--- src/hdl/movdec_pkg.sv ---
// Shared types and opcode constants for the MOV instruction byte decoder.
`default_nettype none

package movdec_pkg;

  localparam logic [2:0] FORM_RM_RM   = 3'd0;
  localparam logic [2:0] FORM_IMM_RM  = 3'd1;
  localparam logic [2:0] FORM_IMM_REG = 3'd2;
  localparam logic [2:0] FORM_MEM_ACC = 3'd3;
  localparam logic [2:0] FORM_ACC_MEM = 3'd4;
  localparam logic [2:0] FORM_RM_SEG  = 3'd5;
  localparam logic [2:0] FORM_SEG_RM  = 3'd6;

  localparam logic [5:0] OP_RM_RM   = 6'b100010;
  localparam logic [6:0] OP_IMM_RM  = 7'b1100011;
  localparam logic [3:0] OP_IMM_REG = 4'b1011;
  localparam logic [6:0] OP_MEM_ACC = 7'b1010000;
  localparam logic [6:0] OP_ACC_MEM = 7'b1010001;
  localparam logic [7:0] OP_RM_SEG  = 8'b10001110;
  localparam logic [7:0] OP_SEG_RM  = 8'b10001100;
  localparam logic [2:0] RM_DIRECT  = 3'b110;

  localparam logic [2:0] MAX_LENGTH = 3'd6;

  typedef struct packed {
    logic        collect;
    logic [2:0]  form;
    logic [1:0]  opbits;
    logic [7:0]  modrm;
    logic [15:0] disp;
    logic [15:0] imm;
    logic [2:0]  taken;
    logic [2:0]  needed;
  } dec_state_t;

  typedef struct packed {
    logic        emit;
    logic [2:0]  form;
    logic        dir_bit;
    logic        wide;
    logic [1:0]  mode_bits;
    logic [2:0]  reg_field;
    logic [2:0]  rm_field;
    logic [15:0] displacement;
    logic [15:0] immediate;
    logic [2:0]  length;
    logic        truncated;
  } dec_result_t;

endpackage

`default_nettype wire

--- src/hdl/mov_instruction_byte_decoder_core.sv ---
// Top level of the MOV instruction byte decoder: input register, decode step, result register.
// A record's last byte goes via the input register and decode step into the result register.
// Throughput: one byte per cycle unless output stalls; input and result registers hold one item.
// Reset: synchronous, active high; clears both registers and returns the decoder to idle.
// Bytes that start no MOV form while idle are dropped without a record.
`default_nettype none

module mov_instruction_byte_decoder_core
  import movdec_pkg::*;
(
  input  wire logic        clk,
  input  wire logic        rst,
  input  wire logic        s_tvalid,
  output logic             s_tready,
  input  wire logic [7:0]  s_tdata,   // code_byte[7:0]
  input  wire logic        s_tlast,   // stream_end
  output logic             m_tvalid,
  input  wire logic        m_tready,
  // form[2:0], dir_bit[3], wide[4], mode_bits[6:5], reg_field[9:7], rm_field[12:10],
  // displacement[28:13], immediate[44:29], length[47:45]
  output logic [47:0]      m_tdata,
  output logic             m_tuser    // truncated
);

  logic        in_valid;
  logic [7:0]  in_byte;
  logic        in_last;
  logic        advance;
  dec_state_t  state;
  dec_state_t  state_next;
  dec_result_t result;

  assign advance  = in_valid && (!m_tvalid || m_tready);
  assign s_tready = !in_valid || advance;

  always_ff @(posedge clk) begin
    if (rst) begin
      in_valid <= 1'b0;
    end else if (s_tready) begin
      in_valid <= s_tvalid;
    end
    if (s_tready && s_tvalid) begin
      in_byte <= s_tdata;
      in_last <= s_tlast;
    end
  end

  movdec_step u_step (
    .code_byte  (in_byte),
    .stream_end (in_last),
    .state      (state),
    .state_next (state_next),
    .result     (result)
  );

  always_ff @(posedge clk) begin
    if (rst) begin
      state    <= '0;
      m_tvalid <= 1'b0;
    end else begin
      if (advance) begin
        state <= state_next;
      end
      if (advance && result.emit) begin
        m_tvalid <= 1'b1;
      end else if (m_tready) begin
        m_tvalid <= 1'b0;
      end
    end
    if (advance && result.emit) begin
      m_tdata <= {result.length, result.immediate, result.displacement, result.rm_field,
                  result.reg_field, result.mode_bits, result.wide, result.dir_bit, result.form};
      m_tuser <= result.truncated;
    end
  end

  a_length_range: assert property (@(posedge clk) disable iff (rst)
    m_tvalid |-> (m_tdata[47:45] != 3'd0 && m_tdata[47:45] <= MAX_LENGTH))
    else $error("record length out of range");

  a_segment_single_byte: assert property (@(posedge clk) disable iff (rst)
    (m_tvalid && (m_tdata[2:0] == FORM_RM_SEG || m_tdata[2:0] == FORM_SEG_RM))
      |-> (m_tdata[47:45] == 3'd1 && !m_tuser))
    else $error("segment form record is not a complete single byte");

  a_collect_pending: assert property (@(posedge clk) disable iff (rst)
    state.collect |-> (state.taken < state.needed))
    else $error("decoder collecting with no bytes outstanding");

  a_stall_holds_state: assert property (@(posedge clk) disable iff (rst)
    (in_valid && m_tvalid && !m_tready) |=> $stable(state))
    else $error("decoder state moved while the result register was blocked");

endmodule

`default_nettype wire

--- src/hdl/movdec_step.sv ---
// Per-byte decode step: next decoder state and the record, if any, that the byte completes.
`default_nettype none

module movdec_step
  import movdec_pkg::*;
(
  input  wire logic [7:0]  code_byte,
  input  wire logic        stream_end,
  input  wire dec_state_t  state,
  output dec_state_t       state_next,
  output dec_result_t      result
);

  function automatic logic [2:0] disp_len(input logic [2:0] form, input logic [7:0] modrm);
    logic [2:0] len;
    len = 3'd0;
    if (form == FORM_RM_RM || form == FORM_IMM_RM) begin
      unique case (modrm[7:6])
        2'd0: len = (modrm[2:0] == RM_DIRECT) ? 3'd2 : 3'd0;
        2'd1: len = 3'd1;
        2'd2: len = 3'd2;
        default: len = 3'd0;
      endcase
    end else if (form == FORM_MEM_ACC || form == FORM_ACC_MEM) begin
      len = 3'd2;
    end
    return len;
  endfunction

  function automatic logic [2:0] disp_start(input logic [2:0] form);
    return (form == FORM_RM_RM || form == FORM_IMM_RM) ? 3'd2 : 3'd1;
  endfunction

  function automatic logic [2:0] total_len(input logic [2:0] form, input logic [1:0] opbits,
                                           input logic [7:0] modrm);
    logic [2:0] il;
    il = (form == FORM_IMM_RM || form == FORM_IMM_REG) ? {2'b00, 1'b1} + {2'b00, opbits[0]}
                                                        : 3'd0;
    if (form == FORM_RM_SEG || form == FORM_SEG_RM) begin
      return 3'd1;
    end
    return disp_start(form) + disp_len(form, modrm) + il;
  endfunction

  logic       matched;
  logic [2:0] mform;
  logic [2:0] ds;
  logic [2:0] dl;
  logic [2:0] is;
  logic       done;
  logic       active;
  logic       has_modrm;

  always_comb begin
    matched = 1'b1;
    mform   = FORM_RM_RM;
    priority if (code_byte[7:2] == OP_RM_RM) begin
      mform = FORM_RM_RM;
    end else if (code_byte[7:1] == OP_IMM_RM) begin
      mform = FORM_IMM_RM;
    end else if (code_byte[7:4] == OP_IMM_REG) begin
      mform = FORM_IMM_REG;
    end else if (code_byte[7:1] == OP_MEM_ACC) begin
      mform = FORM_MEM_ACC;
    end else if (code_byte[7:1] == OP_ACC_MEM) begin
      mform = FORM_ACC_MEM;
    end else if (code_byte == OP_RM_SEG) begin
      mform = FORM_RM_SEG;
    end else if (code_byte == OP_SEG_RM) begin
      mform = FORM_SEG_RM;
    end else begin
      matched = 1'b0;
    end
  end

  always_comb begin
    state_next = state;
    ds = disp_start(state.form);
    dl = disp_len(state.form, state.modrm);
    is = ds + dl;
    if (!state.collect) begin
      if (matched) begin
        state_next.form  = mform;
        state_next.modrm = 8'h00;
        state_next.disp  = 16'h0000;
        state_next.imm   = 16'h0000;
        unique case (mform)
          FORM_RM_RM: state_next.opbits = code_byte[1:0];
          FORM_IMM_REG: begin
            state_next.opbits = {1'b0, code_byte[3]};
            state_next.modrm  = {2'b00, code_byte[2:0], 3'b000};
          end
          FORM_IMM_RM, FORM_MEM_ACC, FORM_ACC_MEM: state_next.opbits = {1'b0, code_byte[0]};
          default: state_next.opbits = 2'b00;
        endcase
        state_next.taken  = 3'd1;
        state_next.needed = (mform == FORM_RM_RM || mform == FORM_IMM_RM) ? 3'd2
                          : total_len(mform, state_next.opbits, state_next.modrm);
      end
    end else begin
      if ((state.form == FORM_RM_RM || state.form == FORM_IMM_RM) && state.taken == 3'd1) begin
        state_next.modrm  = code_byte;
        state_next.needed = total_len(state.form, state.opbits, code_byte);
      end else if (state.taken >= ds && state.taken < is) begin
        if (dl == 3'd1) begin
          state_next.disp = {{8{code_byte[7]}}, code_byte};
        end else if (state.taken == ds) begin
          state_next.disp = {state.disp[15:8], code_byte};
        end else begin
          state_next.disp = {code_byte, state.disp[7:0]};
        end
      end else if (state.taken == is) begin
        state_next.imm = {state.imm[15:8], code_byte};
      end else if (state.taken == is + 3'd1) begin
        state_next.imm = {code_byte, state.imm[7:0]};
      end
      state_next.taken = state.taken + 3'd1;
    end

    active    = state.collect || matched;
    done      = state_next.taken >= state_next.needed;
    has_modrm = state_next.form == FORM_RM_RM || state_next.form == FORM_IMM_RM;

    result.emit         = active && (done || stream_end);
    result.form         = state_next.form;
    result.dir_bit      = (state_next.form == FORM_RM_RM) ? state_next.opbits[1] : 1'b0;
    result.wide         = state_next.opbits[0];
    result.mode_bits    = has_modrm ? state_next.modrm[7:6] : 2'b00;
    result.reg_field    = (has_modrm || state_next.form == FORM_IMM_REG) ?
                          state_next.modrm[5:3] : 3'b000;
    result.rm_field     = has_modrm ? state_next.modrm[2:0] : 3'b000;
    result.displacement = state_next.disp;
    result.immediate    = state_next.imm;
    result.length       = state_next.taken;
    result.truncated    = !done;

    state_next.collect  = active && !result.emit;
  end

endmodule

`default_nettype wire

--- config.mk ---
export PLATFORM = sky130hd
export DESIGN_NAME = mov_instruction_byte_decoder_core
export DESIGN_NICKNAME = d
export VERILOG_FILES = /design/src/hdl/movdec_pkg.sv /design/src/hdl/mov_instruction_byte_decoder_core.sv /design/src/hdl/movdec_step.sv
export SDC_FILE = /design/constraint.sdc
export NUM_CORES = 1
export LEC_CHECK = 0
export ABC_AREA = 1
export BUFFER_PORTS_ARGS = -buffer_cell sky130_fd_sc_hd__buf_2
export CAP_MARGIN = 15
export CORE_ASPECT_RATIO = 0.9
export CORE_MARGIN = 2
export CORE_UTILIZATION = 54
export DETAILED_ROUTE_END_ITERATION = 6
export PLACE_DENSITY = 0.75
export SLEW_MARGIN = 20
export SYNTH_ARGS = -nofsm -noshare
export SYNTH_HDL_FRONTEND = slang
export SYNTH_SLANG_ARGS = --single-unit
export TNS_END_PERCENT = 100
--- constraint.sdc ---
create_clock -name clk -period 4.2 [get_ports clk]
set_input_delay 0.21 -clock clk [delete_from_list [all_inputs] [get_ports clk]]
set_output_delay 0.21 -clock clk [all_outputs]
set_load 0.1 [all_outputs]
==> metrics.txt, run 1 <==
CTS sink count 112; WL met1 7160 µm; area of the multi-input gates 2730 µm²; critical path launch point type flip-flop; kind of critical path flip-flop to flip-flop; Comb pwr share 0.166; count of final hold-check violations 0; Syn Inst Count 758; worst hold slack 0.0267 ns; largest net degree at the start of global routing 57; ant diodes 0; Synth Flop Type edfxtp_1; Mapped Area 6080 µm²; maximum vdd ir drop 0.327 mV; syn nets 789; Placer Congestion 0.903; die area 12100 µm²; die span in y 105 µm; TritonRoute pass-1 iters 6; Vias 5394; I/O Pins 64; starting density of the core 0.558; grt total ovfl 0; sw frac 0.287; Final setup viols 0; Leak 2.86 nW; commonest non-fill, non-tap cell in the layout nand2_1; worst-path maximum fanout 25; WL final 15600 µm; CP endpoint kind flip-flop; clock skew 0.00838 ns; syn_area_per_cell 8.02 µm²; I/O Buffers 63; share of layout cells above drive strength 1 0.174; Area contributors post-synth edfxtp_1 29%, dfxtp_1 18%, nand2_1 11%; Worst EP arrival 4.04 ns; Slew headroom 0.580; data required time at the worst endpoint 4.28 ns; Nets 844; fin crit share 0.942; H-tree levels 3; Synth area leader edfxtp_1; RSZ-0062 raised after global routing yes; Post-synth EDFFs 58; first-pass GRT wire length 25700 µm; Cell Pwr Density 346 nW/µm²; CTS root buf clkbuf_16; fillcell total 976; share of the synthesized area in the top cell type 0.286; met2 WL 7050 µm; Clock Latency Late Sink 0.36 ns; Final Cell Area 6770 µm²; met3 WL 1170 µm; HP Class input pin to flip-flop; register area share after synthesis 0.464; CTS hold repair buffers 0; Cells after DPL 951; DRC viols 0; Reg power frac 0.505; top sig layer met4; Final Util 0.621; GR Util All Layers 0.270; most frequent cells in the layout 178 x nand2_1, 76 x inv_1, 73 x nand3_1, 73 x a21oi_1, 63 x buf_2; cts bufs inserted 9; f_max 0.253 GHz; Clock power frac 0.329; Area after DPL 6490 µm²; Die W 116 µm; Register Area 2820 µm²; clock-pin slew on the worst setup and hold paths 0.06 ns; wire length per cell 16.1 µm; hpwl dp 10800 µm; final std cells w/o fill 969; Core Area 10900 µm²; Internal Power 1.67 mW; Max-Cap Viols 0; Syn-to-layout area delta 11.3%; Worst Slack Setup Final 0.244 ns; P_sw 0.672 mW; vias per cell 5.57; CTS tree done; Final Slew Violations 0; Longest Clk Path Bufs 2; ANT nets after route 0; Unique masters post-synth 39; ys async rst share 0; actual transition at the worst max-transition pin 0.630 ns; vias in the first global route 5105; status complete, no violations; iteration-0 DRC count of the detailed router 506; synthesized flop and latch total 112; antenna violations before repair 0; min cycle time layout 3.96 ns; Placement Rows 36; Ys Warns 0; worst slack at placement 0.242 ns
[Yosys cell counts (5+ instances only)]
master,instances
clkbuf_1,16
o21ai_2,10
buf_1,5
nor2_2,5
buf_2,5
inv_2,10
nand4_1,31
edfxtp_1,58
dfxtp_1,54
inv_1,78
a21oi_1,73
nand2_2,12
o21ai_0,38
nand2_1,178
buf_6,7
nor2_1,50
nand3_1,73
a22o_1,6
ha_1,15
[worst max-delay path, cell delays in order, from the launching register on]
cell and delay [ns]:
edfxtp_1 0.50, buf_4 0.18, nand3_2 0.10, inv_2 0.05, nand2_1 0.12, nand3_1 0.11
nor2_1 0.11, nand3_1 0.11, a21oi_1 0.16, ha_1 0.25, ha_1 0.20, xnor2_1 0.13
nor2_1 0.06, nand2_1 0.07, nand2_1 0.07, a21boi_0 0.19, ha_1 0.29, a21oi_1 0.15
o21ai_0 0.10, a31oi_1 0.21, nand2_1 0.10, nand2_1 0.12, inv_2 0.04, buf_4 0.22
[flip-flops by register name (all words and copies together) (netlist names)]
signal	cells
state	52
m_tvalid	1
in_byte	8
in_last	1
m_tuser	1
in_valid	1
m_tdata	48
[power by group through the flow]
| stage | Sequential (mW) | Combinational [mW] | Clock [mW] |
|---|---|---|---|
| final | 1.18 | 0.390 | 0.770 |
| after global routing | 1.18 | 0.433 | 0.828 |
| after CTS | 1.18 | 0.381 | 0.785 |
| after detailed placement | 1.21 | 0.380 | 0 |
| after global placement | 1.20 | 0.377 | 0 |
| after floorplan | 1.25 | 0.245 | 0 |
[layout make-up]
cell class,count,share of cell area
sequential,112,0.417
multi-input combinational,523,0.403
timing repair buffer,79,0.0643
inverter,88,0.0499
clock buffer,14,0.0361
tap,152,0.0281
clock inverter,1,0.00111
[layer usage]
metal  vias up  global-route usage
li1       2659                   -
met1      2490               0.389
met2       224               0.408
met3        21              0.0644
met4         0              0.0714
met5         -                   0
[what timing repair did]
item	in CTS	in global routing
buffers inserted	0	3
resized for setup	0	4
endpoints found under the setup margin	0	49
[final timing paths]
check / startpoint / endpoint / slack, ns / cells past startpoint
worst min-delay path: s_tdata[0] / in_byte[0] / 0.03 / 1
worst max register to register: in_byte[5] / m_tdata[42] / 0.24 / 23
worst max-delay path: in_byte[5] / m_tdata[42] / 0.24 / 23
worst min register to register: state[27] / state[27] / 0.47 / 2
[metrics by stage]
| step | power (mW) | TNS [ns] |
|---|---|---|
| finish | 2.34 | 0 |
| global route | 2.44 | -3.46 |
| global placement | 1.58 | 0 |
| CTS | 2.35 | 0 |
| detailed placement | 1.59 | 0 |
| floorplan | 1.49 | 0 |
[logic make-up (layout without fill, tap and decap cells)]
family | Yosys count | in the layout | share of synthesized area
simple gates | 364 | 364 | 0.277
compound gates | 138 | 138 | 0.127
flops | 112 | 112 | 0.464
xor+xnor | 3 | 3 | 0.00432
buf+inv | 123 | 182 | 0.0868
fa+ha+maj | 18 | 18 | 0.0407
Note: power is estimated with default switching activity, not from simulation.
==> inputs of run 2 (changes only) <==
--- a/config.mk
+++ b/config.mk
@@ -7,10 +7,12 @@
 export LEC_CHECK = 0
 export ABC_AREA = 1
 export BUFFER_PORTS_ARGS = -buffer_cell sky130_fd_sc_hd__buf_2
-export CAP_MARGIN = 15
+export CAP_MARGIN = 20
+export CELL_PAD_IN_SITES_DETAIL_PLACEMENT = 1
+export CELL_PAD_IN_SITES_GLOBAL_PLACEMENT = 2
 export CORE_ASPECT_RATIO = 0.9
 export CORE_MARGIN = 2
-export CORE_UTILIZATION = 54
+export CORE_UTILIZATION = 32
 export DETAILED_ROUTE_END_ITERATION = 6
 export PLACE_DENSITY = 0.75
 export SLEW_MARGIN = 20
==> constraint.sdc (replaced) <==
create_clock -name clk -period 4.2 [get_ports clk]
set_input_delay 0.21 -clock clk [delete_from_list [all_inputs] [get_ports clk]]
set_output_delay 0.21 -clock clk [all_outputs]
set_load 0.01 [all_outputs]
==> metrics.txt, run 2 (synthesized netlist as in run 1, its figures left out) <==
count of final hold-check violations 0; DRC viols 0; Leak 2.88 nW; critical path launch point type flip-flop; Clock Latency Late Sink 0.37 ns; Worst R2R Setup Slack 0.29 ns; Critical Path Most Common Cell nand2_1; slowest stage delay, CP 0.49 ns; antenna violations before repair 0; CTS tree done; grt total ovfl 0; kind of critical path flip-flop to flip-flop; Syn-to-layout area delta 14.4%; die area 20100 µm²; die span in y 135 µm; hold path endpoint in_byte[4]; CP delay by family, top simple AND/OR/NAND/NOR gates; Max-Cap Viols 0; CTS sink count 112; slowest CP cell edfxtp_1; I/O Buffers 63; worst-path maximum fanout 24; ANT nets after route 0; clock-pin slew on the worst setup and hold paths 0.08 ns; I/O Pins 64; ant diodes 0; worst slack at placement 0.0537 ns; Cells after DPL 1042; Placer Congestion 0.908; Final Slew Violations 0; Biggest register state; depth of the most critical reg-to-reg path 23; largest net degree at the start of global routing 57; CTS root buf clkbuf_16; TritonRoute pass-1 iters 6; Core Area 18500 µm²; Cell Pwr Density 350 nW/µm²; f_max 0.255 GHz; Longest Clk Path Bufs 2; fin crit share 0.932; vias in the first global route 5552; cts bufs inserted 9; maximum vdd ir drop 0.201 mV; overall power 2.43 mW; hold_sp s_tdata[4]; Worst EP arrival 4.02 ns; Placement Rows 47; Die W 149 µm; Worst Hold Path Cells 1; commonest non-fill, non-tap cell in the layout nand2_1; status complete, no violations; Nets 842; H-tree levels 3; share of layout cells above drive strength 1 0.179; R2R Path End m_tdata[18]; final std cells w/o fill 1061; hpwl dp 13600 µm; clock skew 0.00857 ns; min cycle time layout 3.91 ns; Slew headroom 0.524; CP endpoint kind flip-flop; iteration-0 DRC count of the detailed router 435; first-pass GRT wire length 30200 µm; HP Class input pin to flip-flop; actual transition at the worst max-transition pin 0.713 ns; worst hold slack 0.0258 ns; GR Util All Layers 0.195; worst-path cell chain inv_2, nand2_1, nor2_1, nand2_2, nand3_4, inv_2, nand2_2, nand3_1, ha_1, ha_1, xnor2_1, nor2_1, nand2_1, nand2_1, a21boi_1, ha_1, a21oi_1, o21ai_0, a31oi_1, nand2_1, nand2_1, inv_2, buf_6; R2R Path Start in_byte[2]; Vias 5475; data required time at the worst endpoint 4.31 ns; WP buf/inv 4; WL final 19000 µm; Worst Slack Setup Final 0.285 ns; Final setup viols 0; starting density of the core 0.328; most frequent cells in the layout 177 x nand2_1, 77 x inv_1, 73 x nand3_1, 73 x a21oi_1, 63 x buf_2; vias per cell 5.16; wire length per cell 17.9 µm; top flop regs state: 52 flops, m_tdata: 48 flops, in_byte: 8 flops; number of flip-flops in the largest register 52
run 2: changes by cell type in the layout (fill, tap and decap cells not counted), moves of 2 or more:
cell | previous run | this run
buf_4 | 16 | 11
nor2_4 | 3 | 5
clkbuf_1 | 5 | 0
inv_2 | 9 | 7
run 2: metrics by stage:
step | area, µm² | util | TNS, ns
floorplan | 6080 | - | 0
global placement | 6600 | 0.356 | 0
detailed placement | 6600 | 0.356 | 0
CTS | 6910 | 0.373 | 0
global route | 6950 | 0.375 | -0.105
finish | 6950 | 0.375 | 0
run 2: repair_timing:
item,in CTS,in global routing
hold endpoints to repair,1,0
hold buffers,1,0
resized for setup,0,10
setup endpoints to repair,0,49
buffers inserted,0,2
run 2: worst max path at each step:
stage	end	slack, ns	cells past startpoint	start
finish	m_tdata[18]	0.29	23	in_byte[2]
global route	m_tdata[18]	-0.01	23	in_byte[2]
CTS	m_tdata[13]	0.05	23	in_byte[6]
detailed placement	m_tdata[13]	0.05	23	in_byte[6]
global placement	m_tdata[13]	0.27	23	in_byte[6]
floorplan	m_tdata[0]	0.01	22	in_byte[6]
run 2: where the power goes:
part | internal [mW] | leakage (nW) | switching [mW]
Sequential | 1.17 | 0.960 | 0.0158
Combinational | 0.105 | 1.77 | 0.264
Clock | 0.446 | 0.142 | 0.436
Total | 1.72 | 2.88 | 0.716
run 2: layout make-up:
class                           instances  area (µm²)
Fill cell                            2255       11600
Sequential cell                       112        2820
Multi-Input combinational cell        523        2740
Timing Repair Buffer                   77         439
Inverter                               88         340
Tap cell                              245         307
Clock buffer                           10         250
Clock inverter                          6        48.8
run 2: worst reg2reg max path, cell delays in order (launching register included):
cell	delay [ns]
edfxtp_1	0.49
inv_2	0.21
nand2_1	0.08
nor2_1	0.14
nand2_2	0.10
nand3_4	0.12
inv_2	0.06
nand2_2	0.13
nand3_1	0.09
ha_1	0.30
ha_1	0.21
xnor2_1	0.13
nor2_1	0.10
nand2_1	0.06
nand2_1	0.08
a21boi_1	0.08
ha_1	0.35
a21oi_1	0.15
o21ai_0	0.09
a31oi_1	0.23
nand2_1	0.09
nand2_1	0.11
inv_2	0.06
buf_6	0.18
run 2: routing by layer:
layer  vias up  global-route usage  share of wire
met5         -                   0              0
met4         0              0.0603          0.018
met3        24              0.0338          0.042
met2       129               0.321           0.47
met1      2680               0.263           0.47
li1       2642                   -              -
==> inputs of run 3 (changes only) <==
--- a/config.mk
+++ b/config.mk
@@ -15,6 +15,7 @@
 export CORE_UTILIZATION = 32
 export DETAILED_ROUTE_END_ITERATION = 6
 export PLACE_DENSITY = 0.75
+export RECOVER_POWER = 100
 export SLEW_MARGIN = 20
 export SYNTH_ARGS = -nofsm -noshare
 export SYNTH_HDL_FRONTEND = slang
==> metrics.txt, run 3 (synthesized netlist as in run 1, its figures left out) <==
TritonRoute pass-1 iters 5; data required time at the worst endpoint 4.31 ns; f_max 0.254 GHz; worst-path maximum fanout 24; I/O Pins 64; min cycle time layout 3.94 ns; Max-Cap Viols 0; depth of the most critical reg-to-reg path 23; grt total ovfl 0; die span in y 135 µm; worst setup path endpoint m_tdata[18]; first-pass GRT wire length 30200 µm; Crit. Startpoint in_byte[2]; Leak 2.70 nW; iteration-0 DRC count of the detailed router 401; clock-pin slew on the worst setup and hold paths 0.08 ns; WL final 19100 µm; most frequent cells in the layout 183 x nand2_1, 77 x inv_1, 73 x nand3_1, 73 x a21oi_1, 60 x clkbuf_1; Worst EP arrival 4.04 ns; Die W 149 µm; count of final hold-check violations 0; Syn-to-layout area delta 12.1%; CP endpoint kind flip-flop; clock skew 0.00791 ns; Worst Slack Setup Final 0.265 ns; vias in the first global route 5552; top flop regs state: 52 flops, m_tdata: 48 flops, in_byte: 8 flops; hpwl dp 13600 µm; Cells after DPL 1042; Final Slew Violations 0; Slew headroom 0.355; die area 20100 µm²; Cell Pwr Density 355 nW/µm²; R2R Path Start in_byte[2]; HP Class input pin to flip-flop; number of flip-flops in the largest register 52; Worst R2R Setup Slack 0.26 ns; commonest non-fill, non-tap cell in the layout nand2_1; hold_sp s_tdata[4]; TNS Setup 0 ns; CTS sink count 112; Longest Clk Path Bufs 2; antenna violations before repair 0; ANT nets after route 0; Biggest register state; Final Util 0.368; GR Util All Layers 0.195; CTS tree done; kind of critical path flip-flop to flip-flop; DRC viols 0; status complete, no violations; Nets 842; Clock Latency Late Sink 0.37 ns; CTS root buf clkbuf_16; maximum vdd ir drop 0.201 mV; I/O Buffers 63; Placer Congestion 0.908; largest net degree at the start of global routing 57; worst slack at placement 0.0537 ns; starting density of the core 0.328; fin crit share 0.937; Area after DPL 6600 µm²; Final Cell Area 6820 µm²; critical path launch point type flip-flop; ant diodes 0; share of layout cells above drive strength 1 0.0870; Vias 5486; cts bufs inserted 9; Core Area 18500 µm²; H-tree levels 3; Placement Rows 47; wire length per cell 18.0 µm; vias per cell 5.17; final std cells w/o fill 1061; actual transition at the worst max-transition pin 0.964 ns; R2R Path End m_tdata[18]; Final setup viols 0
-- run 3: cell types whose count changed in the layout (fill, tap and decap cells not counted), sizes merged --
cell,delta
clkbuf,+60
buf,-60
-- run 3: worst max-delay path, cell delays in order, from the launching register on --
cell,delay [ns]
edfxtp_1,0.49
inv_2,0.21
nand2_1,0.08
nor2_1,0.15
nand2_2,0.10
nand3_4,0.12
inv_2,0.06
nand2_2,0.13
nand3_1,0.09
ha_1,0.30
ha_1,0.21
xnor2_1,0.13
nor2_1,0.10
nand2_1,0.06
nand2_1,0.08
a21boi_1,0.08
ha_1,0.35
a21oi_1,0.15
o21ai_0,0.09
a31oi_1,0.23
nand2_1,0.09
nand2_1,0.11
inv_2,0.06
buf_6,0.18
-- run 3: power by group --
group	switching (mW)	internal (mW)	total (mW)
registers	0.0162	1.17	1.18
clock network	0.437	0.446	0.883
logic	0.260	0.0976	0.357
-- run 3: metal layers --
layer,share of wire,track usage,routed length (µm)
met1,0.47,0.263,8900
met2,0.47,0.321,9030
met3,0.045,0.0338,866
met4,0.018,0.0603,340
met5,0,0,0
-- run 3: worst min-delay path by stage --
stage               depth (start not counted)          to
CTS                                         1  in_byte[4]
detailed placement                          1     in_last
floorplan                                   0  in_byte[0]
global placement                            1     in_last
finish                                      1  in_byte[4]
global route                                1  in_byte[4]
-- run 3: what timing repair did --
action,in CTS,in global routing
gates resized for setup,0,10
endpoints found under the hold margin,1,0
buffers inserted,0,2
endpoints found under the setup margin,0,49
hold buffers,1,0
-- run 3: area by class of cell --
type,count,area (µm²)
sequential,112,2820
tap,245,307
fill,2278,11700
timing repair buffer,77,354
multi-input combinational,523,2690
clock inverter,6,48.8
clock buffer,10,250
inverter,88,340
-- run 3: through the flow --
stage / total power [mW] / hold WS [ns]
after floorplan: 1.45 / 0.309
after global placement: 1.55 / 0.388
after detailed placement: 1.57 / 0.389
after CTS: 2.45 / 0.0102
after global routing: 2.53 / 0.0190
final: 2.42 / 0.0244
